File: config.mk
export PLATFORM = sky130hd
export DESIGN_NAME = udp_header_checksum_builder_top
export DESIGN_NICKNAME = d
export VERILOG_FILES = /design/src/hdl/uhcb_pkg.sv /design/src/hdl/udp_header_checksum_builder_top.sv /design/src/hdl/uhcb_cfg.sv /design/src/hdl/uhcb_accum.sv /design/src/hdl/uhcb_final.sv
export SDC_FILE = /design/constraint.sdc
export NUM_CORES = 1
export LEC_CHECK = 0
export ABC_AREA = 1
export BUFFER_PORTS_ARGS = -buffer_cell sky130_fd_sc_hd__buf_2
export CORE_MARGIN = 1
export CORE_UTILIZATION = 45
export CTS_BUF_LIST = sky130_fd_sc_hd__clkbuf_4 sky130_fd_sc_hd__clkbuf_8
export DETAILED_ROUTE_END_ITERATION = 10
export PLACE_DENSITY_LB_ADDON = 0.2
export SYNTH_ARGS = -nofsm -noshare
export SYNTH_HDL_FRONTEND = slang
export SYNTH_SLANG_ARGS = --single-unit
File: constraint.sdc
create_clock -name i_clk -period 23.5 [get_ports i_clk]
set_input_delay 1.175 -clock i_clk [delete_from_list [all_inputs] [get_ports i_clk]]
set_output_delay 1.175 -clock i_clk [all_outputs]
set_load 0.02 [all_outputs]
File: src/hdl/uhcb_pkg.sv
// Shared types, constants and checksum helpers for the UDP header checksum builder.
// No dependencies; used by every module of the block.
`default_nettype none

package uhcb_pkg;

    localparam int MaxPayload = 65527;
    localparam int PaddrW     = 3;

    localparam logic [15:0] UdpHdrBytes = 16'd8;
    localparam logic [15:0] ProtoUdp    = 16'd17;
    localparam logic [15:0] AllOnes     = 16'hFFFF;

    // register index is paddr[2]
    localparam logic RegSrcAddr = 1'b0;
    localparam logic RegDstAddr = 1'b1;

    typedef struct packed {
        logic [15:0] src_port;
        logic [15:0] dst_port;
        logic [15:0] sum;
        logic [15:0] len;
        logic        ovf;
    } t_fin;

    // 16-bit end-around-carry add
    function automatic logic [15:0] oc_add(input logic [15:0] a, input logic [15:0] b);
        logic [16:0] s;
        s = {1'b0, a} + {1'b0, b};
        return s[15:0] + {15'b0, s[16]};
    endfunction

    // fold a sum of up to eight 16-bit terms back into 16 bits
    function automatic logic [15:0] oc_fold(input logic [18:0] s);
        logic [16:0] f;
        f = {1'b0, s[15:0]} + {14'b0, s[18:16]};
        return f[15:0] + {15'b0, f[16]};
    endfunction

endpackage

`default_nettype wire

File: src/hdl/udp_header_checksum_builder_top.sv
// UDP header and checksum builder: one payload byte per request in, one
// header result per packet out. Depends on uhcb_pkg, uhcb_cfg, uhcb_accum, uhcb_final.
//
// Usage:
//   Input channel (i_in_valid / o_in_ready) carries one payload byte per request;
//   i_byte_valid = 0 marks a request without a byte (empty payload), i_last_byte
//   ends the packet. Ports are sampled on the first request of a packet.
//   Output channel (o_out_valid / i_out_ready) gives ports, UDP length and the
//   checksum once per packet, or length_overflow when the payload is too long.
//   The APB port holds the IPv4 source (0x0) and destination (0x4) addresses;
//   write them while no packet is in flight.
// Timing:
//   One request per clock cycle while o_in_ready stays high. After the last
//   request of a packet is accepted, its result passes the input register,
//   accumulator and output register. The pseudo-header address sum is refolded
//   every cycle from the address registers.
// Reset and stall:
//   Synchronous active-low reset empties the pipeline and clears both addresses.
//   While the receiver stalls, requests keep flowing until the last request of a
//   packet reaches the input register while a finished packet already waits
//   behind the output register; then o_in_ready drops.
`default_nettype none

module udp_header_checksum_builder_top #(
    parameter int MAX_PAYLOAD = uhcb_pkg::MaxPayload
) (
    input  wire logic                         i_clk,
    input  wire logic                         i_rst_n,
    input  wire logic                         psel,
    input  wire logic                         penable,
    input  wire logic                         pwrite,
    input  wire logic [uhcb_pkg::PaddrW-1:0]  paddr,
    input  wire logic [31:0]                  pwdata,
    output logic      [31:0]                  prdata,
    output logic                              pready,
    input  wire logic                         i_in_valid,
    output logic                              o_in_ready,
    input  wire logic [7:0]                   i_payload_byte,
    input  wire logic                         i_byte_valid,
    input  wire logic                         i_last_byte,
    input  wire logic [15:0]                  i_src_port,
    input  wire logic [15:0]                  i_dst_port,
    output logic                              o_out_valid,
    input  wire logic                         i_out_ready,
    output logic      [15:0]                  o_out_src_port,
    output logic      [15:0]                  o_out_dst_port,
    output logic      [15:0]                  o_udp_length,
    output logic      [15:0]                  o_udp_checksum,
    output logic                              o_length_overflow
);

    logic [15:0]    pseudo_sum;
    uhcb_pkg::t_fin fin;
    logic           fin_valid;
    logic           fin_ready;

    uhcb_cfg u_cfg (
        .i_clk        (i_clk),
        .i_rst_n      (i_rst_n),
        .psel         (psel),
        .penable      (penable),
        .pwrite       (pwrite),
        .paddr        (paddr),
        .pwdata       (pwdata),
        .prdata       (prdata),
        .pready       (pready),
        .o_pseudo_sum (pseudo_sum)
    );

    uhcb_accum #(
        .MAX_PAYLOAD (MAX_PAYLOAD)
    ) u_accum (
        .i_clk          (i_clk),
        .i_rst_n        (i_rst_n),
        .i_in_valid     (i_in_valid),
        .o_in_ready     (o_in_ready),
        .i_payload_byte (i_payload_byte),
        .i_byte_valid   (i_byte_valid),
        .i_last_byte    (i_last_byte),
        .i_src_port     (i_src_port),
        .i_dst_port     (i_dst_port),
        .o_fin          (fin),
        .o_fin_valid    (fin_valid),
        .i_fin_ready    (fin_ready)
    );

    uhcb_final u_final (
        .i_clk             (i_clk),
        .i_rst_n           (i_rst_n),
        .i_fin             (fin),
        .i_fin_valid       (fin_valid),
        .o_fin_ready       (fin_ready),
        .i_pseudo_sum      (pseudo_sum),
        .o_out_valid       (o_out_valid),
        .i_out_ready       (i_out_ready),
        .o_out_src_port    (o_out_src_port),
        .o_out_dst_port    (o_out_dst_port),
        .o_udp_length      (o_udp_length),
        .o_udp_checksum    (o_udp_checksum),
        .o_length_overflow (o_length_overflow)
    );

endmodule

`default_nettype wire

File: src/hdl/uhcb_cfg.sv
// APB register file: IPv4 source and destination addresses, plus the
// pre-folded pseudo-header sum (addresses and protocol). Depends on uhcb_pkg.
`default_nettype none

module uhcb_cfg (
    input  wire logic                         i_clk,
    input  wire logic                         i_rst_n,
    input  wire logic                         psel,
    input  wire logic                         penable,
    input  wire logic                         pwrite,
    input  wire logic [uhcb_pkg::PaddrW-1:0]  paddr,
    input  wire logic [31:0]                  pwdata,
    output logic      [31:0]                  prdata,
    output logic                              pready,
    output logic      [15:0]                  o_pseudo_sum
);

    logic [31:0] r_src_addr;
    logic [31:0] r_dst_addr;
    logic [15:0] r_pseudo;
    logic [15:0] n_pseudo;
    logic        wr_en;
    logic        reg_idx;

    assign pready  = 1'b1;
    assign wr_en   = psel && penable && pwrite;
    assign reg_idx = paddr[2];

    always_ff @(posedge i_clk) begin
        if (!i_rst_n) begin
            r_src_addr <= '0;
            r_dst_addr <= '0;
        end else if (wr_en) begin
            case (reg_idx)
                uhcb_pkg::RegSrcAddr: r_src_addr <= pwdata;
                uhcb_pkg::RegDstAddr: r_dst_addr <= pwdata;
                default: ;
            endcase
        end
    end

    always_comb begin
        case (reg_idx)
            uhcb_pkg::RegSrcAddr: prdata = r_src_addr;
            uhcb_pkg::RegDstAddr: prdata = r_dst_addr;
            default:              prdata = '0;
        endcase
    end

    assign n_pseudo = uhcb_pkg::oc_fold(19'(r_src_addr[31:16]) + 19'(r_src_addr[15:0])
                                      + 19'(r_dst_addr[31:16]) + 19'(r_dst_addr[15:0])
                                      + 19'(uhcb_pkg::ProtoUdp));

    always_ff @(posedge i_clk) begin
        if (!i_rst_n) begin
            r_pseudo <= uhcb_pkg::ProtoUdp;
        end else begin
            r_pseudo <= n_pseudo;
        end
    end

    assign o_pseudo_sum = r_pseudo;

endmodule

`default_nettype wire

File: src/hdl/uhcb_accum.sv
// Input register and per-packet accumulator: pairs bytes into a ones-complement
// sum, counts bytes and emits a packet summary on the last request. Uses uhcb_pkg.
`default_nettype none

module uhcb_accum #(
    parameter int MAX_PAYLOAD = uhcb_pkg::MaxPayload
) (
    input  wire logic           i_clk,
    input  wire logic           i_rst_n,
    input  wire logic           i_in_valid,
    output logic                o_in_ready,
    input  wire logic [7:0]     i_payload_byte,
    input  wire logic           i_byte_valid,
    input  wire logic           i_last_byte,
    input  wire logic [15:0]    i_src_port,
    input  wire logic [15:0]    i_dst_port,
    output uhcb_pkg::t_fin      o_fin,
    output logic                o_fin_valid,
    input  wire logic           i_fin_ready
);

    localparam int CNT_W = $clog2(MAX_PAYLOAD + 2);
    localparam logic [CNT_W-1:0] CntMax = CNT_W'(MAX_PAYLOAD);

    // input register
    logic             r_in_v;
    logic [7:0]       r_in_byte;
    logic             r_in_bv;
    logic             r_in_last;
    logic [15:0]      r_in_src;
    logic [15:0]      r_in_dst;

    // packet state
    logic             r_pkt;
    logic [15:0]      r_sum;
    logic [7:0]       r_hold;
    logic             r_odd;
    logic [CNT_W-1:0] r_cnt;
    logic [15:0]      r_src;
    logic [15:0]      r_dst;

    logic             r_fin_v;
    uhcb_pkg::t_fin   r_fin;

    logic             start;
    logic [15:0]      b_sum;
    logic [7:0]       b_hold;
    logic             b_odd;
    logic [CNT_W-1:0] b_cnt;
    logic             pair;
    logic             pad;
    logic [15:0]      addend;
    logic [15:0]      n_sum;
    logic [7:0]       n_hold;
    logic             n_odd;
    logic [CNT_W-1:0] n_cnt;
    logic [15:0]      n_src;
    logic [15:0]      n_dst;
    logic             n_ovf;
    uhcb_pkg::t_fin   n_fin;
    logic             fin_free;
    logic             take;

    // a request seen outside a packet opens one and starts from clean state
    assign start  = !r_pkt;
    assign b_sum  = start ? '0 : r_sum;
    assign b_hold = start ? '0 : r_hold;
    assign b_odd  = start ? 1'b0 : r_odd;
    assign b_cnt  = start ? '0 : r_cnt;
    assign n_src  = start ? r_in_src : r_src;
    assign n_dst  = start ? r_in_dst : r_dst;

    assign pair   = r_in_bv && b_odd;
    assign n_hold = (r_in_bv && !b_odd) ? r_in_byte : b_hold;
    assign n_odd  = r_in_bv ? !b_odd : b_odd;
    // pad an odd trailing byte; never coincides with a pair completing
    assign pad    = r_in_last && n_odd;
    assign addend = pair ? {b_hold, r_in_byte} : {n_hold, 8'h00};
    assign n_sum  = (pair || pad) ? uhcb_pkg::oc_add(b_sum, addend) : b_sum;
    assign n_cnt  = (r_in_bv && (b_cnt <= CntMax)) ? b_cnt + 1'b1 : b_cnt;
    assign n_ovf  = n_cnt > CntMax;

    always_comb begin
        n_fin.src_port = n_src;
        n_fin.dst_port = n_dst;
        n_fin.ovf      = n_ovf;
        n_fin.sum      = n_ovf ? '0 : n_sum;
        n_fin.len      = n_ovf ? '0 : (16'(n_cnt) + uhcb_pkg::UdpHdrBytes);
    end

    assign fin_free   = !r_fin_v || i_fin_ready;
    assign take       = r_in_v && (!r_in_last || fin_free);
    assign o_in_ready = !r_in_v || take;

    always_ff @(posedge i_clk) begin
        if (!i_rst_n) begin
            r_in_v <= 1'b0;
        end else if (o_in_ready) begin
            r_in_v <= i_in_valid;
        end
    end

    always_ff @(posedge i_clk) begin
        if (i_in_valid && o_in_ready) begin
            r_in_byte <= i_payload_byte;
            r_in_bv   <= i_byte_valid;
            r_in_last <= i_last_byte;
            r_in_src  <= i_src_port;
            r_in_dst  <= i_dst_port;
        end
    end

    always_ff @(posedge i_clk) begin
        if (!i_rst_n) begin
            r_pkt <= 1'b0;
            r_odd <= 1'b0;
            r_cnt <= '0;
        end else if (take) begin
            r_pkt <= !r_in_last;
            r_odd <= n_odd;
            r_cnt <= n_cnt;
        end
    end

    always_ff @(posedge i_clk) begin
        if (take) begin
            r_sum  <= n_sum;
            r_hold <= n_hold;
            r_src  <= n_src;
            r_dst  <= n_dst;
        end
    end

    always_ff @(posedge i_clk) begin
        if (!i_rst_n) begin
            r_fin_v <= 1'b0;
        end else if (fin_free) begin
            r_fin_v <= take && r_in_last;
        end
    end

    always_ff @(posedge i_clk) begin
        if (take && r_in_last) begin
            r_fin <= n_fin;
        end
    end

    assign o_fin       = r_fin;
    assign o_fin_valid = r_fin_v;

    a_cnt_sat: assert property (@(posedge i_clk) disable iff (!i_rst_n)
        r_cnt <= CntMax + 1'b1)
        else $error("byte count beyond saturation");

    a_close_pkt: assert property (@(posedge i_clk) disable iff (!i_rst_n)
        take && r_in_last |=> !r_pkt && r_fin_v)
        else $error("last request did not close the packet");

endmodule

`default_nettype wire

File: src/hdl/uhcb_final.sv
// Final stage: adds ports, length and pseudo-header to the payload sum,
// complements it and holds the result in the output register. Uses uhcb_pkg.
`default_nettype none

module uhcb_final (
    input  wire logic           i_clk,
    input  wire logic           i_rst_n,
    input  uhcb_pkg::t_fin      i_fin,
    input  wire logic           i_fin_valid,
    output logic                o_fin_ready,
    input  wire logic [15:0]    i_pseudo_sum,
    output logic                o_out_valid,
    input  wire logic           i_out_ready,
    output logic      [15:0]    o_out_src_port,
    output logic      [15:0]    o_out_dst_port,
    output logic      [15:0]    o_udp_length,
    output logic      [15:0]    o_udp_checksum,
    output logic                o_length_overflow
);

    logic        r_out_v;
    logic [15:0] r_src;
    logic [15:0] r_dst;
    logic [15:0] r_len;
    logic [15:0] r_csum;
    logic        r_ovf;

    logic [15:0] folded;
    logic [15:0] inv;
    logic [15:0] n_csum;
    logic        out_free;

    // length counts twice: once in the pseudo-header, once in the UDP header
    assign folded = uhcb_pkg::oc_fold(19'(i_fin.sum) + 19'(i_pseudo_sum)
                                    + 19'(i_fin.len) + 19'(i_fin.len)
                                    + 19'(i_fin.src_port) + 19'(i_fin.dst_port));
    assign inv    = ~folded;

    always_comb begin
        if (i_fin.ovf) begin
            n_csum = '0;
        end else if (inv == 16'h0000) begin
            n_csum = uhcb_pkg::AllOnes;
        end else begin
            n_csum = inv;
        end
    end

    assign out_free    = !r_out_v || i_out_ready;
    assign o_fin_ready = out_free;

    always_ff @(posedge i_clk) begin
        if (!i_rst_n) begin
            r_out_v <= 1'b0;
        end else if (out_free) begin
            r_out_v <= i_fin_valid;
        end
    end

    always_ff @(posedge i_clk) begin
        if (i_fin_valid && out_free) begin
            r_src  <= i_fin.src_port;
            r_dst  <= i_fin.dst_port;
            r_len  <= i_fin.len;
            r_csum <= n_csum;
            r_ovf  <= i_fin.ovf;
        end
    end

    assign o_out_valid       = r_out_v;
    assign o_out_src_port    = r_src;
    assign o_out_dst_port    = r_dst;
    assign o_udp_length      = r_len;
    assign o_udp_checksum    = r_csum;
    assign o_length_overflow = r_ovf;

    a_good_result: assert property (@(posedge i_clk) disable iff (!i_rst_n)
        o_out_valid && !o_length_overflow |-> o_udp_checksum != 16'h0000 &&
                                              o_udp_length >= uhcb_pkg::UdpHdrBytes)
        else $error("valid result with zero checksum or short length");

    a_ovf_result: assert property (@(posedge i_clk) disable iff (!i_rst_n)
        o_out_valid && o_length_overflow |-> o_udp_checksum == 16'h0000 &&
                                             o_udp_length == 16'h0000)
        else $error("overflow result carries length or checksum");

    a_load: assert property (@(posedge i_clk) disable iff (!i_rst_n)
        i_fin_valid && o_fin_ready |=> o_out_valid)
        else $error("summary taken but no result shown");

endmodule

`default_nettype wire
Word level (Yosys, flattened, before mapping) --
Cells that the tools add are included.
Cells by class: add/sub/neg operators 17, order comparisons 2, muxes and demuxes 13, bitwise operators 2, reduce and logical (&&, ||, !) cells 23
Operators with widths (number):
- 2-to-1 mux 16 bit | 8
- adder 19 x 16 -> 19 bit | 6
- one-hot mux 32 bit (2 select lines) | 1
- adder 16 x 16 -> 17 bit | 3
- adder 16 x 1 -> 16 bit | 3
- adder 16 x 3 -> 17 bit | 2
- adder 19 x 5 -> 19 bit (second input constant) | 1
- adder 16 x 1 -> 16 bit (second input constant) | 1
- adder 16 x 4 -> 16 bit (second input constant) | 1
- > comparator 16 bit (second input constant) | 1
- less-or-equal comparator 16 bit (second input constant) | 1
- zero test 16 bit | 1
- 2-to-1 mux 8 bit | 2
- NOT 16 bit | 1
- logical AND 1 bit | 10
- zero test 1 bit | 5
- logical OR 1 bit | 5
- AND reduction 2 bit | 2
- 2-to-1 mux 1 bit | 2
- NOT 1 bit | 1
Storage, ports and cells: bits in registers 329, input bits 84, output and inout port bits 100, word-level logic and storage cells 85

Depth between registers and ports, before layout --
Gate-level depths: netlist of the first run.
word-level depth 10, mapped depth 57

Modules after synthesis --
From an unflattened synthesis of the first run, not the netlist that was laid out.
Unflattened totals: cells, all modules 2416, area total of the unflattened synthesis 20535.9 µm²
By module, submodules not included:
- uhcb_accum | times used 1, cells an instance 936, area an instance 9097.5 µm², sequential area each 5295.1 µm²
- uhcb_cfg | times used 1, cells an instance 852, area an instance 5958.2 µm², sequential area each 1601.5 µm²
- uhcb_final | times used 1, cells an instance 628, area an instance 5480.3 µm², sequential area each 1971.9 µm²

Least setup slack after synthesis of the first run --
OpenSTA, ideal clock, no wires.
kind register -> register, start register u_accum.r_fin, in the netlist u_accum.o_fin[17], end register u_final.r_csum[4] (netlist: u_final.o_udp_checksum[4]) (data pin), setup time 0.141 ns, arrival time 7.597 ns, required time 23.359 ns, path slack 15.762 ns, stages on the path, launching flop included 54, buffers on the path 1, path through edfxtp_1 > ha_1 > inv_1 > fa_1 > nand3b_1 > and2_1 > o221ai_1 > a21oi_1 > o21bai_1 > nand3_1 > nand2_1 > xnor2_1 > inv_1 > fa_1 > inv_1 > fa_1 > inv_1 > ha_1 > [18 not listed] > nor4_1 > ha_1 > ha_1 > inv_1 > nor2_1 > nand2_2 > nor2_1 > nand2_1 > nor2_1 > nand2_1 > nor2_1 > nand3_2 > o21ai_1 > nand2_1 > nor2_2 > nand4_4 > buf_6 > a21oi_2
Between the ends: cells in the longest elaborated chain, start to end 10
RTL lines:
- from (decl) | line uhcb_accum.sv:43 | uhcb_pkg::t_fin r_fin;
- from (signal assigned) | line uhcb_accum.sv:144 | r_fin <= n_fin;
- adder 16 x 16 -> 17 bit * | line uhcb_final.sv:34 | assign folded = uhcb_pkg::oc_fold(19'(i_fin.sum) + 19'(i_pseudo_sum)
- adder 19 x 16 -> 19 bit * (2 in series) | line uhcb_final.sv:35 | + 19'(i_fin.len) + 19'(i_fin.len)
- adder 19 x 16 -> 19 bit * (2 in series) | line uhcb_final.sv:36 | + 19'(i_fin.src_port) + 19'(i_fin.dst_port));
- adder 16 x 3 -> 17 bit * | line uhcb_pkg.sv:36 | f = {1'b0, s[15:0]} + {14'b0, s[18:16]};
- adder 16 x 1 -> 16 bit * | line uhcb_pkg.sv:37 | return f[15:0] + {15'b0, f[16]};
- NOT 16 bit * | line uhcb_final.sv:37 | assign inv = ~folded;
- zero test 16 bit | line uhcb_final.sv:42 | end else if (inv == 16'h0000) begin
- 2-to-1 mux 16 bit * | line uhcb_final.sv:42
- to (signal assigned) | line uhcb_final.sv:65 | r_csum <= n_csum;
- to (decl) | line uhcb_final.sv:25 | logic [15:0] r_csum;
Every way passes the cells marked *; elsewhere a longest branch is shown, timed or not. A chain may end at the register's enable or synchronous reset.

Final worst setup path of the first run --
start register u_accum.r_fin, in the netlist u_accum.o_fin[19], end register u_final.r_csum[1] (netlist: u_final.o_udp_checksum[1]) (data pin)
The elaborated chain is that of the path after synthesis.

==> results.json, run 1 <==
{
  "grt_max_degree": 66,
  "syn_area_um2": 20100,
  "critPathSlowestCell": "fa_1",
  "cp_max_fo": 14,
  "max-cap-violations": 0,
  "clock_sinks": 329,
  "core_area_um2": 44100,
  "grt_antenna_before_repair": 0,
  "ys.flop_type": "edfxtp_1",
  "die_h_um": 213,
  "clk_pin_slew_worst_paths_ns": 0.06,
  "htreeDepth": 2,
  "required_ns": 24.01,
  "drive_gt1_share_pct": 15.4,
  "synth-seq-cells": 329,
  "async_flop_share_pct": 0,
  "clockBufferDepth": 3,
  "leakage_uw": 0.0108,
  "drt-total-wl_mm": 48.3,
  "slew_headroom_pct": 21.3,
  "io_buffers": 180,
  "wl_per_cell_um": 15.0,
  "cts_hold_buf": 0,
  "hold_viol": 0,
  "avgSynthCellArea_um2": 8.43,
  "rsz0062_at_grt": "no",
  "fin_nets": 2835,
  "hold_ws_ns": 0.447,
  "outcome": "complete, no violations",
  "ys_types": 51,
  "grt_pass1_vias": 15578,
  "final_common_cell": "nand2_1",
  "row_count": 77,
  "power_frac_seq_pct": 33.2,
  "cts_root_buf": "clkbuf_8",
  "synth-seq-area-share_pct": 44.2,
  "clock_skew_ns": 0.0428,
  "final_cell_mix": "534 x nand2_1, 355 x inv_1, 232 x nor2_1, 228 x edfxtp_1, 180 x buf_2",
  "drt-initial-drc-count": 828,
  "synth-edff-count": 228,
  "intPower_uw": 1230,
  "power_switching_share_pct": 38.4,
  "routed-via-count": 15899,
  "worst_pin_slew_ns": 1.18,
  "critical_path.endpoint_type": "flip-flop",
  "comb_power_share_pct": 37.3,
  "syn_nets": 2637,
  "start_kind": "flip-flop",
  "overflow": 0,
  "ir_drop_mv": 0.0459,
  "pwr-share-clk_pct": 29.5,
  "max_stage_delay_ns": 0.52,
  "pre_cts_ws_ns": 14.13,
  "area_delta_synth_final_pct": 14.1,
  "setup_viol": 0,
  "p_sw_uw": 770,
  "place_inst": 3112,
  "gp_congestion": 0.909,
  "routed_via_density": 4.93,
  "route.detailed.drc": 0,
  "die_x_um": 213,
  "hpwl_mm": 36.5,
  "min_path_type": "reg -> reg",
  "critPathKind": "reg -> reg",
  "final_cell_count_no_fill": 3223,
  "fin_crit_sh_pct": 39.7,
  "fin_ws_ns": 14.18,
  "n_antenna_cell": 0,
  "die_area_um2": 45500,
  "rrSetupSlack_ns": 14.18,
  "fin_util_pct": 51.9,
  "ys.warnings.count": 0,
  "finalCriticalPeriod_ns": 9.32,
  "tritoncts": "built",
  "post_cts_buffers": 0,
  "cp_common_cell": "nand2_1",
  "powerDensity_nw_per_um2": 87.4,
  "fmaxAchievable_ghz": 0.107,
  "slew_viol_final": 0,
  "grtUsageTotal_pct": 21.6,
  "antenna_left": 0,
  "clk_latency_ns": 0.68,
  "grt_pass1_wl_mm": 77.3,
  "drtPass1Iterations": 5,
  "cts_made_buffers": 59,
  "worstPathArrival_ns": 9.83,
  "cts-resized-gates": 0,
  "synth_cells": 2383,
  "fin_tns_setup_ns": 0,
  "start_util_pct": 45.5,
  "ios": 184
}
[through the flow]
stage                     instance area, um^2  total power, uW
after floorplan                         20100             1260
after detailed placement                21600             1430
after global placement                  21600             1410
after global routing                    22900             2160
after CTS                               22900             2030
final                                   22900             2000
[worst paths after layout]
check	endpoint	start	cells past startpoint
worst max register to register	u_final.o_udp_checksum[1]	u_accum.o_fin[19]	54
worst min-delay path	u_final.o_out_src_port[12]	u_accum.o_fin[61]	0
worst min register to register	u_final.o_out_src_port[12]	u_accum.o_fin[61]	0
worst max-delay path	u_final.o_udp_checksum[1]	u_accum.o_fin[19]	54
[kinds of logic after synthesis]
group	synth area share (%)
other	0.0187
and+or+nand+nor	21.4
buffers and inverters	8.38
DFF	44.2
adders and majority gates	12.6
AOI/OAI and AO/OA	9.11
xor gates and xnor gates	4.29
[synth_stat cells (2+ instances only)]
cell type / count / area, um^2
ha_1: 116 / 1450
fa_1: 54 / 1080
inv_2: 24 / 90.1
a21oi_2: 12 / 105
xnor2_2: 3 / 48.8
xor2_2: 2 / 32.5
o21ai_0: 160 / 801
buf_1: 6 / 22.5
nand2_1: 534 / 2000
o211ai_1: 3 / 22.5
nand3_2: 7 / 70.1
nor4_1: 3 / 18.8
nor2_4: 4 / 45.0
a21boi_0: 2 / 15.0
nand2_2: 22 / 138
a21oi_1: 132 / 661
o21bai_1: 11 / 82.6
or2_2: 5 / 31.3
clkinv_1: 4 / 15.0
xor2_1: 63 / 552
buf_2: 2 / 10.0
nand2_4: 3 / 33.8
edfxtp_1: 228 / 6850
clkbuf_1: 41 / 154
dfxtp_1: 101 / 2020
a21o_1: 4 / 30.0
inv_1: 356 / 1340
o21ai_1: 9 / 45.0
xnor2_1: 26 / 228
buf_4: 5 / 37.5
and2_1: 3 / 18.8
and3_1: 2 / 12.5
a31oi_1: 6 / 37.5
nand4_1: 31 / 194
nor3_1: 18 / 90.1
nor2_1: 233 / 875
nand3_1: 117 / 586
nor2_2: 18 / 113
[area by class of cell]
class                      instances  area, um^2
clock buffer                      92        1100
clock inverter                    19         209
fill                            4219       21200
inverter                         385        1450
multi-input combinational       1614        9560
sequential                       329        8870
tap                              592         741
timing repair buffer             192         991
[power groups by stage]
stage | Sequential (uW) | Combinational, uW | Clock, uW
finish | 665 | 747 | 591
detailed placement | 677 | 753 | 0
global placement | 676 | 738 | 0
CTS | 665 | 756 | 609
global route | 667 | 856 | 634
floorplan | 676 | 579 | 0
[flip-flops by register name, summed over array words and instances (netlist names), 8 cells and up]
name                    cells
u_final.o_udp_checksum     16
u_accum.r_dst              16
u_accum.r_sum              16
u_cfg.o_pseudo_sum         16
u_cfg.r_src_addr           32
u_accum.r_in_src           16
u_cfg.r_dst_addr           32
u_accum.r_hold              8
u_accum.r_cnt              16
u_final.o_out_dst_port     16
u_accum.r_src              16
u_accum.r_in_dst           16
u_final.o_udp_length       16
u_accum.o_fin              65
u_accum.r_in_byte           8
u_final.o_out_src_port     16
[routing by layer]
layer  up-vias  GRT usage, %  wire length (um)
met5         -             0                 0
met4         0          6.72              1220
met3        70          3.78              2040
met2       269          38.0             24000
met1      7442          26.9             21100
li1       8118             -                 -
[worst max-delay path, delay by kind of cell, from the launching register on]
kind / cells / cell delay [ns]
compound gates: 9 / 1.52
xor+xnor: 2 / 0.57
flops: 1 / 0.37
simple gates: 32 / 3.72
buf+inv: 3 / 0.21
fa+ha+maj: 8 / 2.76
(Power assumes the default switching activity.)
==> inputs of run 2 (changes only) <==
- clock period: 23.5 -> 8.6 ns (I/O delays scaled with it)
==> run 2 against run 1 <==
Global-route usage rose by 0.42 points. Register-to-register slack lost 14 ns. Critical path type unchanged. Maximum frequency rose by 15%. Non-clock buffer count up 109. Largest cell class unchanged. First-iteration DRC count rose by 7.0%. Setup slack lost 14 ns. Largest power group unchanged. Critical endpoint is now u_final.o_udp_checksum[8]. Die area unchanged.
==> results.json, run 2 (synthesized netlist as in run 1, its figures left out) <==
{
  "outcome": "complete, no violations",
  "grt_pass1_wl_mm": 78.5,
  "overflow": 0,
  "gp_congestion": 0.889,
  "die_h_um": 213,
  "drive_gt1_share_pct": 19.1,
  "cp_common_cell": "nand3_2",
  "tritoncts": "built",
  "power_frac_seq_pct": 31.0,
  "postPlaceCellArea_um2": 21700,
  "clockBufferDepth": 3,
  "n_antenna_cell": 0,
  "critPathKind": "reg -> reg",
  "worstHoldEndpoint": "u_accum.r_in_v",
  "slew_headroom_pct": 20.8,
  "cts_root_buf": "clkbuf_8",
  "dr_wl_met2_mm": 25.4,
  "hold_viol": 0,
  "intPower_uw": 3570,
  "wl_per_cell_um": 15.2,
  "largest_register_ffs": 65,
  "r2r_cells": 54,
  "ir_drop_mv": 0.152,
  "grt_max_degree": 97,
  "setup_viol": 0,
  "cp_top_family": "simple AND/OR/NAND/NOR gates",
  "cp_max_fo": 6,
  "die_area_um2": 45500,
  "fin_crit_sh_pct": 94.4,
  "max-cap-violations": 0,
  "critical_path.endpoint_type": "flip-flop",
  "final_cell_mix": "518 x nand2_1, 349 x inv_1, 228 x edfxtp_1, 223 x nor2_1, 180 x buf_2",
  "worstPathArrival_ns": 8.66,
  "hpwl_mm": 36.9,
  "grt_antenna_before_repair": 0,
  "leakage_uw": 0.0113,
  "drt-initial-drc-count": 886,
  "rr_startpoint": "u_accum.o_fin[17]",
  "worst_pin_slew_ns": 1.19,
  "clk_pin_slew_worst_paths_ns": 0.06,
  "finalCriticalPeriod_ns": 8.12,
  "comb_power_share_pct": 40.6,
  "start_util_pct": 45.5,
  "routed_via_density": 4.93,
  "postLayoutCellArea_um2": 24400,
  "m1WireLength_mm": 22.4,
  "total_power_uw": 5870,
  "fin_nets": 2943,
  "clock_sinks": 329,
  "critPathSlowestCell": "fa_1",
  "grtUsageTotal_pct": 22.1,
  "row_count": 77,
  "pwr-share-clk_pct": 28.4,
  "hold_depth": 3,
  "area_delta_synth_final_pct": 21.7,
  "crit_buf_inv": 7,
  "antenna_left": 0,
  "rrSetupSlack_ns": 0.48,
  "min_path_type": "in -> reg",
  "powerDensity_nw_per_um2": 240,
  "start_kind": "flip-flop",
  "final_common_cell": "nand2_1",
  "slew_viol_final": 0,
  "ios": 184,
  "highest_layer": "met4",
  "grt_pass1_vias": 15497,
  "cts_made_buffers": 58,
  "required_ns": 9.14,
  "wl_met3_mm": 1.84,
  "fmaxAchievable_ghz": 0.123,
  "die_x_um": 213,
  "power_switching_share_pct": 39.1,
  "clk_latency_ns": 0.70,
  "drtPass1Iterations": 5,
  "p_sw_uw": 2290,
  "route.detailed.drc": 0,
  "core_area_um2": 44100,
  "max_stage_delay_ns": 0.49,
  "drt-total-wl_mm": 50.8,
  "clock_skew_ns": 0.0527,
  "routed-via-count": 16410,
  "htreeDepth": 2,
  "min_from": "i_in_valid",
  "worstReg2RegEnd": "u_final.o_udp_checksum[8]",
  "io_buffers": 180
}
[run 2: area by class of cell]
class | instances | area, um^2
fillers | 4089 | 19700
multi-input cells | 1614 | 10000
flip-flops and latches | 329 | 8870
repair buffers | 301 | 2030
inverters | 385 | 1450
clock buffers | 82 | 1030
well taps | 592 | 741
clock inverters | 28 | 319
[run 2: what timing repair did]
action	in CTS	in global routing
buffers inserted	2	16
gates cloned	0	1
endpoints found under the setup margin	16	24
pin swaps	1	41
resized for setup	2	104
hold buffers	74	0
hold endpoints to repair	79	0
[run 2: worst max path at each step]
| stage | from | end | slack, ns | depth (start not counted) |
|---|---|---|---|---|
| after floorplan | u_accum.o_fin[17] | u_final.o_udp_checksum[4] | 0.86 | 53 |
| after global placement | u_accum.o_fin[17] | u_final.o_udp_checksum[2] | -0.05 | 52 |
| after detailed placement | u_accum.o_fin[17] | u_final.o_udp_checksum[11] | -0.18 | 52 |
| after CTS | u_accum.o_fin[19] | u_final.o_udp_checksum[3] | 0.02 | 56 |
| after global routing | u_accum.o_fin[19] | u_final.o_udp_checksum[9] | -0.09 | 56 |
| final | u_accum.o_fin[17] | u_final.o_udp_checksum[8] | 0.48 | 54 |
[run 2: per-layer routing]
metal  vias to the layer above  global-route usage (%)
met2                       304                    38.5
met4                         0                    7.54
met5                         -                       0
li1                       8363                       -
met3                        69                    3.09
met1                      7674                    27.8
[run 2: worst register-to-register path: cells and delay by family, from the launching register on]
kind                     cells  cell delay (ns)
AND/OR/NAND/NOR             30             3.24
AO/OA/AOI/OAI                7             0.93
XOR/XNOR                     2             0.29
flip-flops                   1             0.34
adder cells (fa/ha/maj)      8             2.61
buffers and inverters        7             0.54
[run 2: per-stage QoR]
| stage | hold slack, ns | setup slack, ns | setup TNS (ns) | utilization (%) | std cells |
|---|---|---|---|---|---|
| after floorplan | 0.424 | 0.862 | 0 | - | 2383 |
| after global placement | 0.438 | -0.0484 | -0.460 | 49.2 | 3128 |
| after detailed placement | 0.434 | -0.183 | -2.37 | 49.2 | 3128 |
| after CTS | 0.0396 | 0.0175 | 0 | 54.1 | 3314 |
| after global routing | 0.0883 | -0.0943 | -1.08 | 55.4 | 3331 |
| final | 0.0881 | 0.480 | 0 | 55.4 | 3331 |
[run 2: power by group through the flow]
stage | Combinational [uW] | Clock, uW | Sequential [uW]
floorplan | 1580 | 0 | 1850
global placement | 2100 | 0 | 1850
detailed placement | 2130 | 0 | 1850
CTS | 2180 | 1710 | 1820
global route | 2650 | 1770 | 1820
finish | 2380 | 1670 | 1820
